==> src/design/atl_pkg.sv <==
// Types, codes, character constants and the register name table of the lexer.
// No dependencies.
package atl_pkg;

  localparam int NUMBER_WIDTH = 32;
  localparam int VALUE_W      = 33;
  localparam int NUM_REGS     = 64;

  typedef logic [NUMBER_WIDTH-1:0] num_t;

  typedef enum logic [3:0] {
    K_IDENT_CHAR = 4'd0,
    K_IDENT_END  = 4'd1,
    K_REG        = 4'd2,
    K_RIP        = 4'd3,
    K_NUM        = 4'd4,
    K_IMM        = 4'd5,
    K_STR_CHAR   = 4'd6,
    K_STR_END    = 4'd7,
    K_COMMA      = 4'd8,
    K_LPAREN     = 4'd9,
    K_RPAREN     = 4'd10,
    K_COLON      = 4'd11,
    K_EOL        = 4'd12,
    K_ERROR      = 4'd13
  } kind_t;

  localparam logic [2:0] ERR_NONE       = 3'd0;
  localparam logic [2:0] ERR_UNKNOWN_REG = 3'd1;
  localparam logic [2:0] ERR_BAD_IMM    = 3'd2;
  localparam logic [2:0] ERR_BAD_ESCAPE = 3'd3;
  localparam logic [2:0] ERR_BAD_CHAR   = 3'd4;

  localparam logic [7:0] CH_EOL       = 8'h00;
  localparam logic [7:0] CH_TAB       = 8'h09;
  localparam logic [7:0] CH_NEWLINE   = 8'h0A;
  localparam logic [7:0] CH_SPACE     = 8'h20;
  localparam logic [7:0] CH_QUOTE     = 8'h22;
  localparam logic [7:0] CH_DOLLAR    = 8'h24;
  localparam logic [7:0] CH_PERCENT   = 8'h25;
  localparam logic [7:0] CH_LPAREN    = 8'h28;
  localparam logic [7:0] CH_RPAREN    = 8'h29;
  localparam logic [7:0] CH_PLUS      = 8'h2B;
  localparam logic [7:0] CH_COMMA     = 8'h2C;
  localparam logic [7:0] CH_MINUS     = 8'h2D;
  localparam logic [7:0] CH_DOT       = 8'h2E;
  localparam logic [7:0] CH_ZERO      = 8'h30;
  localparam logic [7:0] CH_NINE      = 8'h39;
  localparam logic [7:0] CH_COLON     = 8'h3A;
  localparam logic [7:0] CH_UPPER_A   = 8'h41;
  localparam logic [7:0] CH_UPPER_Z   = 8'h5A;
  localparam logic [7:0] CH_BACKSLASH = 8'h5C;
  localparam logic [7:0] CH_UNDERLINE = 8'h5F;
  localparam logic [7:0] CH_LOWER_A   = 8'h61;
  localparam logic [7:0] CH_LOWER_N   = 8'h6E;
  localparam logic [7:0] CH_LOWER_Z   = 8'h7A;

  // Names are right-justified, first character highest, zero-padded.
  localparam logic [31:0] RIP_NAME = "rip";

  localparam logic [31:0] REG_NAMES [NUM_REGS] = '{
    "al",   "ax",   "eax",  "rax",  "cl",   "cx",   "ecx",  "rcx",
    "dl",   "dx",   "edx",  "rdx",  "bl",   "bx",   "ebx",  "rbx",
    "spl",  "sp",   "esp",  "rsp",  "bpl",  "bp",   "ebp",  "rbp",
    "sil",  "si",   "esi",  "rsi",  "dil",  "di",   "edi",  "rdi",
    "r8b",  "r8w",  "r8d",  "r8",   "r9b",  "r9w",  "r9d",  "r9",
    "r10b", "r10w", "r10d", "r10",  "r11b", "r11w", "r11d", "r11",
    "r12b", "r12w", "r12d", "r12",  "r13b", "r13w", "r13d", "r13",
    "r14b", "r14w", "r14d", "r14",  "r15b", "r15w", "r15d", "r15"
  };

  typedef struct packed {
    kind_t              kind;
    logic signed [32:0] value;
    logic [1:0]         reg_size;
    logic [3:0]         reg_code;
    logic [2:0]         error_code;
  } result_t;

  typedef struct packed {
    logic       found;
    logic [5:0] idx;
  } lookup_t;

  function automatic logic is_digit(input logic [7:0] c);
    return (c >= CH_ZERO) && (c <= CH_NINE);
  endfunction

  function automatic logic is_alpha(input logic [7:0] c);
    return ((c >= CH_LOWER_A) && (c <= CH_LOWER_Z)) ||
           ((c >= CH_UPPER_A) && (c <= CH_UPPER_Z));
  endfunction

  function automatic logic is_alnum(input logic [7:0] c);
    return is_digit(c) || is_alpha(c);
  endfunction

  function automatic logic is_ident_start(input logic [7:0] c);
    return (c == CH_DOT) || (c == CH_UNDERLINE) || is_alpha(c);
  endfunction

  function automatic result_t make_result(input kind_t k, input logic [32:0] v,
                                          input logic [1:0] sz, input logic [3:0] code,
                                          input logic [2:0] err);
    result_t r;
    r.kind       = k;
    r.value      = v;
    r.reg_size   = sz;
    r.reg_code   = code;
    r.error_code = err;
    return r;
  endfunction

  // Names of one to four characters are compared against all table entries at once.
  function automatic lookup_t reg_lookup(input logic [31:0] name, input logic [2:0] len);
    lookup_t r;
    r.found = 1'b0;
    r.idx   = '0;
    if ((len != 3'd0) && (len <= 3'd4)) begin
      for (int i = 0; i < NUM_REGS; i++) begin
        if (name == REG_NAMES[i]) begin
          r.found = 1'b1;
          r.idx   = 6'(i);
        end
      end
    end
    return r;
  endfunction

endpackage

==> src/design/atl_char_if.sv <==
// Source byte channel of the lexer: valid, ready and one character byte.
// No dependencies.
interface atl_char_if;
  logic       valid;
  logic       ready;
  logic [7:0] char_code;

  modport source(output valid, output char_code, input ready);
  modport sink(input valid, input char_code, output ready);
endinterface

==> src/design/atl_tok_if.sv <==
// Token result channel of the lexer: valid, ready and the result fields.
// No dependencies.
interface atl_tok_if;
  logic               valid;
  logic               ready;
  logic [3:0]         kind;
  logic signed [32:0] value;
  logic [1:0]         reg_size;
  logic [3:0]         reg_code;
  logic [2:0]         error_code;

  modport source(output valid, output kind, output value, output reg_size,
                 output reg_code, output error_code, input ready);
  modport sink(input valid, input kind, input value, input reg_size,
               input reg_code, input error_code, output ready);
endinterface

==> src/design/assembly_token_lexer_core.sv <==
// Streaming lexer for x86-64 assembly text in Unix assembler syntax; uses atl_pkg and interfaces.
// Each accepted byte is lexed in the cycle it is accepted; its zero to two results
// enter a four-entry result queue, which registers them before they reach the output.
// One byte per cycle is taken while the queue has room for two results; the single result
// port drains one per cycle while the sink is ready; this bounds bytes that yield two results.
// Synchronous reset returns the lexer to idle and empties the result queue.
module assembly_token_lexer_core (
  input  logic      clk,
  input  logic      rst,
  atl_char_if.sink  chars,
  atl_tok_if.source tokens
);

  typedef enum logic [3:0] {
    M_IDLE, M_IDENT, M_REG, M_NUM, M_IMMSTART, M_IMM, M_STR, M_ESC, M_SKIP
  } mode_t;

  mode_t         mode, mode_next;
  atl_pkg::num_t acc, acc_next;
  logic          negative, negative_next;
  logic [31:0]   reg_name, reg_name_next;
  logic [2:0]    reg_len, reg_len_next;

  atl_pkg::result_t queue [4];
  logic [1:0]       wr_ptr, rd_ptr;
  logic [2:0]       count;

  logic [7:0]       c;
  atl_pkg::num_t    acc_step, num_val;
  atl_pkg::lookup_t lookup;
  logic             do_idle, flt;
  logic [2:0]       flt_code;
  logic             p1v, p2v;
  atl_pkg::result_t p1, p2, r0, r1;
  logic [1:0]       cnt;
  logic             push, pop;
  logic [1:0]       push_n;

  always_comb begin
    c        = chars.char_code;
    acc_step = atl_pkg::num_t'((acc << 3) + (acc << 1)) +
               atl_pkg::num_t'(c - atl_pkg::CH_ZERO);
    num_val  = negative ? atl_pkg::num_t'(-acc) : acc;
    lookup   = atl_pkg::reg_lookup(reg_name, reg_len);

    mode_next     = mode;
    acc_next      = acc;
    negative_next = negative;
    reg_name_next = reg_name;
    reg_len_next  = reg_len;
    do_idle       = 1'b0;
    flt           = 1'b0;
    flt_code      = atl_pkg::ERR_NONE;
    p1v           = 1'b0;
    p1            = '0;
    p2v           = 1'b0;
    p2            = '0;

    case (mode)
      M_IDENT: begin
        if (atl_pkg::is_ident_start(c) || atl_pkg::is_digit(c)) begin
          p1v = 1'b1;
          p1  = atl_pkg::make_result(atl_pkg::K_IDENT_CHAR, 33'(c), '0, '0, '0);
        end else begin
          p1v     = 1'b1;
          p1      = atl_pkg::make_result(atl_pkg::K_IDENT_END, '0, '0, '0, '0);
          do_idle = 1'b1;
        end
      end
      M_REG: begin
        if (atl_pkg::is_alnum(c)) begin
          if (reg_len < 3'd4) reg_name_next = {reg_name[23:0], c};
          if (reg_len < 3'd5) reg_len_next = reg_len + 3'd1;
        end else if ((reg_len == 3'd3) && (reg_name == atl_pkg::RIP_NAME)) begin
          p1v     = 1'b1;
          p1      = atl_pkg::make_result(atl_pkg::K_RIP, '0, '0, '0, '0);
          do_idle = 1'b1;
        end else if (lookup.found) begin
          p1v     = 1'b1;
          p1      = atl_pkg::make_result(atl_pkg::K_REG, '0, lookup.idx[1:0],
                                         lookup.idx[5:2], '0);
          do_idle = 1'b1;
        end else begin
          flt      = 1'b1;
          flt_code = atl_pkg::ERR_UNKNOWN_REG;
        end
      end
      M_NUM: begin
        if (atl_pkg::is_digit(c)) begin
          acc_next = acc_step;
        end else begin
          p1v     = 1'b1;
          p1      = atl_pkg::make_result(atl_pkg::K_NUM,
                                         atl_pkg::VALUE_W'($signed(num_val)), '0, '0, '0);
          do_idle = 1'b1;
        end
      end
      M_IMMSTART: begin
        if (atl_pkg::is_digit(c)) begin
          acc_next  = acc_step;
          mode_next = M_IMM;
        end else begin
          flt      = 1'b1;
          flt_code = atl_pkg::ERR_BAD_IMM;
        end
      end
      M_IMM: begin
        if (atl_pkg::is_digit(c)) begin
          acc_next = acc_step;
        end else begin
          p1v     = 1'b1;
          p1      = atl_pkg::make_result(atl_pkg::K_IMM, atl_pkg::VALUE_W'(acc),
                                         '0, '0, '0);
          do_idle = 1'b1;
        end
      end
      M_STR: begin
        if (c == atl_pkg::CH_QUOTE) begin
          mode_next = M_IDLE;
          p1v       = 1'b1;
          p1        = atl_pkg::make_result(atl_pkg::K_STR_END, '0, '0, '0, '0);
        end else if (c == atl_pkg::CH_BACKSLASH) begin
          mode_next = M_ESC;
        end else if (c == atl_pkg::CH_EOL) begin
          flt      = 1'b1;
          flt_code = atl_pkg::ERR_BAD_CHAR;
        end else begin
          p1v = 1'b1;
          p1  = atl_pkg::make_result(atl_pkg::K_STR_CHAR, 33'(c), '0, '0, '0);
        end
      end
      M_ESC: begin
        mode_next = M_STR;
        if ((c == atl_pkg::CH_QUOTE) || (c == atl_pkg::CH_BACKSLASH)) begin
          p1v = 1'b1;
          p1  = atl_pkg::make_result(atl_pkg::K_STR_CHAR, 33'(c), '0, '0, '0);
        end else if (c == atl_pkg::CH_LOWER_N) begin
          p1v = 1'b1;
          p1  = atl_pkg::make_result(atl_pkg::K_STR_CHAR, 33'(atl_pkg::CH_NEWLINE),
                                     '0, '0, '0);
        end else if (c == atl_pkg::CH_ZERO) begin
          p1v = 1'b1;
          p1  = atl_pkg::make_result(atl_pkg::K_STR_CHAR, '0, '0, '0, '0);
        end else begin
          flt      = 1'b1;
          flt_code = atl_pkg::ERR_BAD_ESCAPE;
        end
      end
      M_SKIP: begin
        if (c == atl_pkg::CH_EOL) begin
          mode_next = M_IDLE;
          p1v       = 1'b1;
          p1        = atl_pkg::make_result(atl_pkg::K_EOL, '0, '0, '0, '0);
        end
      end
      default: begin
        do_idle = 1'b1;
      end
    endcase

    // A fault on the end-of-line byte closes the line in the same step.
    if (flt) begin
      p1v = 1'b1;
      p1  = atl_pkg::make_result(atl_pkg::K_ERROR, '0, '0, '0, flt_code);
      if (c == atl_pkg::CH_EOL) begin
        p2v       = 1'b1;
        p2        = atl_pkg::make_result(atl_pkg::K_EOL, '0, '0, '0, '0);
        mode_next = M_IDLE;
      end else begin
        mode_next = M_SKIP;
      end
    end

    // The byte that ends an identifier, register, number or immediate, or any byte between tokens, may start a new one.
    if (do_idle) begin
      mode_next = M_IDLE;
      if ((c == atl_pkg::CH_SPACE) || (c == atl_pkg::CH_TAB)) begin
        mode_next = M_IDLE;
      end else if (c == atl_pkg::CH_EOL) begin
        p2v = 1'b1;
        p2  = atl_pkg::make_result(atl_pkg::K_EOL, '0, '0, '0, '0);
      end else if (atl_pkg::is_ident_start(c)) begin
        mode_next = M_IDENT;
        p2v       = 1'b1;
        p2        = atl_pkg::make_result(atl_pkg::K_IDENT_CHAR, 33'(c), '0, '0, '0);
      end else if (c == atl_pkg::CH_PERCENT) begin
        mode_next     = M_REG;
        reg_len_next  = '0;
        reg_name_next = '0;
      end else if ((c == atl_pkg::CH_PLUS) || (c == atl_pkg::CH_MINUS) ||
                   atl_pkg::is_digit(c)) begin
        mode_next     = M_NUM;
        negative_next = (c == atl_pkg::CH_MINUS);
        acc_next      = atl_pkg::is_digit(c) ?
                        atl_pkg::num_t'(c - atl_pkg::CH_ZERO) : '0;
      end else if (c == atl_pkg::CH_DOLLAR) begin
        mode_next = M_IMMSTART;
        acc_next  = '0;
      end else if (c == atl_pkg::CH_QUOTE) begin
        mode_next = M_STR;
      end else if (c == atl_pkg::CH_COMMA) begin
        p2v = 1'b1;
        p2  = atl_pkg::make_result(atl_pkg::K_COMMA, '0, '0, '0, '0);
      end else if (c == atl_pkg::CH_LPAREN) begin
        p2v = 1'b1;
        p2  = atl_pkg::make_result(atl_pkg::K_LPAREN, '0, '0, '0, '0);
      end else if (c == atl_pkg::CH_RPAREN) begin
        p2v = 1'b1;
        p2  = atl_pkg::make_result(atl_pkg::K_RPAREN, '0, '0, '0, '0);
      end else if (c == atl_pkg::CH_COLON) begin
        p2v = 1'b1;
        p2  = atl_pkg::make_result(atl_pkg::K_COLON, '0, '0, '0, '0);
      end else begin
        mode_next = M_SKIP;
        p2v       = 1'b1;
        p2        = atl_pkg::make_result(atl_pkg::K_ERROR, '0, '0, '0,
                                         atl_pkg::ERR_BAD_CHAR);
      end
    end

    if (p1v) begin
      r0  = p1;
      r1  = p2;
      cnt = p2v ? 2'd2 : 2'd1;
    end else begin
      r0  = p2;
      r1  = '0;
      cnt = p2v ? 2'd1 : 2'd0;
    end
  end

  assign chars.ready = (count <= 3'd2);
  assign push        = chars.valid && chars.ready;
  assign pop         = tokens.valid && tokens.ready;
  assign push_n      = push ? cnt : 2'd0;

  always_ff @(posedge clk) begin
    if (rst) begin
      mode     <= M_IDLE;
      acc      <= '0;
      negative <= 1'b0;
      reg_name <= '0;
      reg_len  <= '0;
    end else if (push) begin
      mode     <= mode_next;
      acc      <= acc_next;
      negative <= negative_next;
      reg_name <= reg_name_next;
      reg_len  <= reg_len_next;
    end
  end

  always_ff @(posedge clk) begin
    if (rst) begin
      wr_ptr <= '0;
      rd_ptr <= '0;
      count  <= '0;
    end else begin
      wr_ptr <= wr_ptr + push_n;
      rd_ptr <= rd_ptr + {1'b0, pop};
      count  <= count + {1'b0, push_n} - {2'b0, pop};
    end
    if (push_n != 2'd0) queue[wr_ptr] <= r0;
    if (push_n == 2'd2) queue[wr_ptr + 2'd1] <= r1;
  end

  assign tokens.valid      = (count != 3'd0);
  assign tokens.kind       = queue[rd_ptr].kind;
  assign tokens.value      = queue[rd_ptr].value;
  assign tokens.reg_size   = queue[rd_ptr].reg_size;
  assign tokens.reg_code   = queue[rd_ptr].reg_code;
  assign tokens.error_code = queue[rd_ptr].error_code;

endmodule

==> src/flat_wrapper.sv <==
// flat-port wrapper written by rule: the top's interface ports become plain ports
module assembly_token_lexer_core_flat 
  (clk, rst, chars_valid, chars_char_code, chars_ready, tokens_valid, tokens_kind, tokens_value, tokens_reg_size, tokens_reg_code, tokens_error_code, tokens_ready);
  atl_char_if chars_i ();
  atl_tok_if tokens_i ();
  input  logic clk;
  input  logic rst;
  input wire logic [$bits(chars_i.valid)-1:0] chars_valid;
  input wire logic [$bits(chars_i.char_code)-1:0] chars_char_code;
  output wire logic [$bits(chars_i.ready)-1:0] chars_ready;
  output wire logic [$bits(tokens_i.valid)-1:0] tokens_valid;
  output wire logic [$bits(tokens_i.kind)-1:0] tokens_kind;
  output wire logic [$bits(tokens_i.value)-1:0] tokens_value;
  output wire logic [$bits(tokens_i.reg_size)-1:0] tokens_reg_size;
  output wire logic [$bits(tokens_i.reg_code)-1:0] tokens_reg_code;
  output wire logic [$bits(tokens_i.error_code)-1:0] tokens_error_code;
  input wire logic [$bits(tokens_i.ready)-1:0] tokens_ready;
  assign chars_i.valid = chars_valid;
  assign chars_i.char_code = chars_char_code;
  assign chars_ready = chars_i.ready;
  assign tokens_valid = tokens_i.valid;
  assign tokens_kind = tokens_i.kind;
  assign tokens_value = tokens_i.value;
  assign tokens_reg_size = tokens_i.reg_size;
  assign tokens_reg_code = tokens_i.reg_code;
  assign tokens_error_code = tokens_i.error_code;
  assign tokens_i.ready = tokens_ready;
  assembly_token_lexer_core u_core (.clk(clk), .rst(rst), .chars(chars_i), .tokens(tokens_i));
endmodule
==> config.mk <==
export PLATFORM = sky130hd
export DESIGN_NAME = assembly_token_lexer_core_flat
export DESIGN_NICKNAME = d
export VERILOG_FILES = /design/src/design/atl_pkg.sv /design/src/design/atl_char_if.sv /design/src/design/atl_tok_if.sv /design/src/design/assembly_token_lexer_core.sv /design/src/flat_wrapper.sv
export SDC_FILE = /design/constraint.sdc
export NUM_CORES = 1
export LEC_CHECK = 0
export BUFFER_PORTS_ARGS = -buffer_cell sky130_fd_sc_hd__buf_2
export CAP_MARGIN = 30
export CORE_UTILIZATION = 35
export DETAILED_ROUTE_END_ITERATION = 8
export GPL_ROUTABILITY_DRIVEN = 0
export PLACE_DENSITY_LB_ADDON = 0.08
export SLEW_MARGIN = 20
export SYNTH_ARGS = -nofsm -noshare
export SYNTH_HDL_FRONTEND = slang
export SYNTH_SLANG_ARGS = --single-unit
==> constraint.sdc <==
create_clock -name clk -period 7.8 [get_ports clk]
set_clock_uncertainty 0.05 [all_clocks]
set_input_delay 0.78 -clock clk [delete_from_list [all_inputs] [get_ports clk]]
set_output_delay 0.78 -clock clk [all_outputs]
set_load 0.01 [all_outputs]
==> results.sh <==
export IMPL_grt_setup_unrepaired="no"
export IMPL_postLayoutCoreUtil=0.395
export IMPL_fillerInstances=4529
export IMPL_synth_warning_count=0
export IMPL_wl_per_cell_um=22.8
export IMPL_timing_hold_worst_class="reg -> reg"
export IMPL_yosys_area_share_adder=0.0730
export IMPL_drt_drc_violations_left=0
export IMPL_clkLatencyLatePin_ns=0.60
export IMPL_buffers_inserted_during_post_cts_setup_optimization=0
export IMPL_outcome="completed"
export IMPL_static_leakage_power_uw=0.00658
export IMPL_power_density_nw_per_um2=263
export IMPL_synth_area_mux_share=0.0638
export IMPL_cp_end_kind="flop"
export IMPL_drt_first_iter_violations=1240
export IMPL_synthesis_area_um2=16200
export IMPL_finalSetupTns_ns=0
export IMPL_finalHoldWorstSlack_ns=0.396
export IMPL_rows=78
export IMPL_synthToLayoutAreaGrowth_pct=11.0
export IMPL_maxCapViolations=0
export IMPL_insertedDiodeCount=0
export IMPL_grt_pass1_wl_um=84600
export IMPL_critPathArrivalTime_ns=5.93
export IMPL_io_buffer_count=59
export IMPL_main_combinational_cell_family_by_area_after_synthesis="compound AO/OA/AOI/OAI gates"
export IMPL_worst_ir_drop_vdd_v=0.000186
export IMPL_dpl_cell_count=2337
export IMPL_layout_commonest_cell="dfxtp_1"
export IMPL_grt_max_degree=48
export IMPL_post_cts_hold_buffer_count=0
export IMPL_timing_fmax_mhz=174
export IMPL_async_flop_share=0
export IMPL_initial_utilization=0.356
export IMPL_core_area_um2=45600
export IMPL_die_extent_in_y_um=217
export IMPL_worstSetupPathType="in -> reg"
export IMPL_synth_cell_type_count=109
export IMPL_synth_fp_nets=1855
export IMPL_die_width_um=217
export IMPL_synthesis_instances=1767
export IMPL_timing_final_crit_period_ns=5.75
export IMPL_postCtsResizedCells=0
export IMPL_wl_um=54700
export IMPL_gr_usage_all_layers=0.231
export IMPL_layout_common_cells="dfxtp_1, nand2_1, o21ai_0, nor2_1, a22o_1"
export IMPL_synth_seq_cells=263
export IMPL_simple_gate_portion_of_the_synthesized_area=0.191
export IMPL_gr_total_overflow=0
export IMPL_cts_max_path_buffers=3
export IMPL_route_antenna_remaining_nets=0
export IMPL_final_max_slew_viol_count=0
export IMPL_report_final_setup_viol=0
export IMPL_fraction_of_final_layout_cells_sized_beyond_drive_strength_1=0.139
export IMPL_hpwl_um=38800
export IMPL_cts_max_level=1
export IMPL_fin_crit_sh=0.737
export IMPL_cts_tree="built"
export IMPL_worstPathRequired_ns=7.98
export IMPL_timing_slew_headroom=0.222
export IMPL_count_of_flip_flops_with_a_built_in_enable_after_synthesis=52
export IMPL_drt_pass1_iter_count=6
export IMPL_yosys_area_share_xor_xnor=0.0221
export IMPL_r2r_worst_path_cells=15
export IMPL_via_count_of_the_first_global_routing_pass=13700
export IMPL_synth_yosys_seq_area_share=0.356
export IMPL_finalHoldViolations=0
export IMPL_synth_compound_area_share=0.251
export IMPL_clock_sink_count=263
export IMPL_yosys_most_used_dff="dfxtp_1"
export IMPL_slack_of_the_worst_reg_to_reg_path_ns=2.26
export IMPL_startpoint_type="input pin"
export IMPL_post_layout_total_power_uw=4750
export IMPL_fin_nets=1861
export IMPL_cts_root_buf="clkbuf_16"
export IMPL_synth_area_per_cell_um2=9.19
export IMPL_die_area_um2=47300
export IMPL_viasPerCell=5.94
export IMPL_critical_path_peak_fanout=34
export IMPL_clkTransAtPathRegs_ns=0.06
export IMPL_total_via_count_after_detailed_routing=14200
export IMPL_worst_hold_path_num_cells=2
export IMPL_worst_pin_slew_ns=1.17
export IMPL_num_io_pins=60
export IMPL_layoutNonFillerInstCount=2398
export IMPL_grt_antenna_before_repair=0
export IMPL_cts_inserted_buffers=31
synthesized netlist by cell type, drive strengths merged, types with 6 or more instances:
cell / instances / share of area
inv: 51 / 0.012
a31oi: 22 / 0.010
nor4: 22 / 0.013
o31ai: 18 / 0.0083
mux4: 46 / 0.064
nand2b: 21 / 0.0081
xnor2: 24 / 0.013
o21ai: 183 / 0.057
a21o: 11 / 0.0051
o22ai: 44 / 0.019
nor2b: 21 / 0.0081
nor3: 38 / 0.012
clkbuf: 78 / 0.018
a22o: 97 / 0.052
nand4: 22 / 0.0094
or3: 20 / 0.0080
o2bb2ai: 7 / 0.0042
fa: 30 / 0.037
xor2: 17 / 0.0092
a21oi: 89 / 0.029
edfxtp: 52 / 0.096
dfxtp: 211 / 0.26
nor2: 133 / 0.032
o211ai: 8 / 0.0043
a22oi: 14 / 0.0065
ha: 46 / 0.035
o21a: 10 / 0.0051
nand3: 37 / 0.011
buf: 32 / 0.013
nor4bb: 10 / 0.0062
and3: 13 / 0.0053
or2: 16 / 0.0062
nand3b: 6 / 0.0028
nand2: 189 / 0.044
a221oi: 8 / 0.0059
or4: 8 / 0.0042
a211oi: 10 / 0.0049
and2: 9 / 0.0035
a2111oi: 6 / 0.0044
sequential cells by signal, indices dropped and copies added, names as in the netlist:
signal,flops
u_core.wr_ptr,2
u_core.reg_len,3
u_core.mode,4
u_core.count,3
u_core.negative,1
u_core.acc,32
u_core.rd_ptr,2
u_core.reg_name,32
u_core.queue,184
metrics by stage:
stage               setup WS (ns)  cell area, um2
floorplan                    1.76           16200
global placement             1.64           17000
detailed placement           1.47           17000
CTS                          2.10           18000
global route                 1.68           18000
finish                       2.05           18000
path summary, 6_finish.rpt:
kind                      startpoint            endpoint
hold / removal    u_core.queue[3][0]  u_core.queue[3][0]
hold reg to reg   u_core.queue[3][0]  u_core.queue[3][0]
setup reg to reg  u_core.reg_name[1]  u_core.queue[1][2]
setup / recovery  chars_char_code[2]  u_core.queue[1][2]
routing by layer:
metal,global-route usage,part of all wire,vias to the layer above
li1,-,-,6703
met1,0.340,0.48,6976
met2,0.350,0.44,496
met3,0.0387,0.065,68
met4,0.0531,0.017,0
met5,0,0,-
kinds of logic after synthesis:
| group | after synthesis |
|---|---|
| buffers and inverters | 162 |
| AND/OR/NAND/NOR | 593 |
| AO/OA/AOI/OAI | 585 |
| flip-flops | 263 |
| multiplexers | 46 |
| adder cells (fa/ha/maj) | 77 |
| XOR/XNOR | 41 |
worst max-delay path: stages:
cell	delay (ns)
buf_2	0.26
or2_1	0.36
a311o_1	0.60
and3_1	0.51
a221oi_1	0.33
o21a_1	0.27
o22ai_4	0.11
nor2_4	0.39
a21oi_2	0.14
o21bai_1	0.19
ha_1	0.39
o21ai_1	0.44
nor2_1	0.14
nor2_2	0.12
buf_4	0.44
inv_1	0.42
where the power goes:
part | switching (uW) | internal, uW | total, uW | leakage [uW]
clock network | 607 | 840 | 1450 | 0.000484
logic | 1170 | 522 | 1690 | 0.00389
registers | 90.1 | 1520 | 1610 | 0.00220
final cells by class:
class	instances	area (um2)	share of cell area
repair buffers	83	488	0.0271
multi-input cells	1342	9790	0.543
clock buffers	38	812	0.0451
inverters	52	195	0.0108
well taps	600	751	0.0416
flip-flops and latches	263	5790	0.321
clock inverters	20	196	0.0109
No activity file was read; power rests on OpenSTA's default activity.
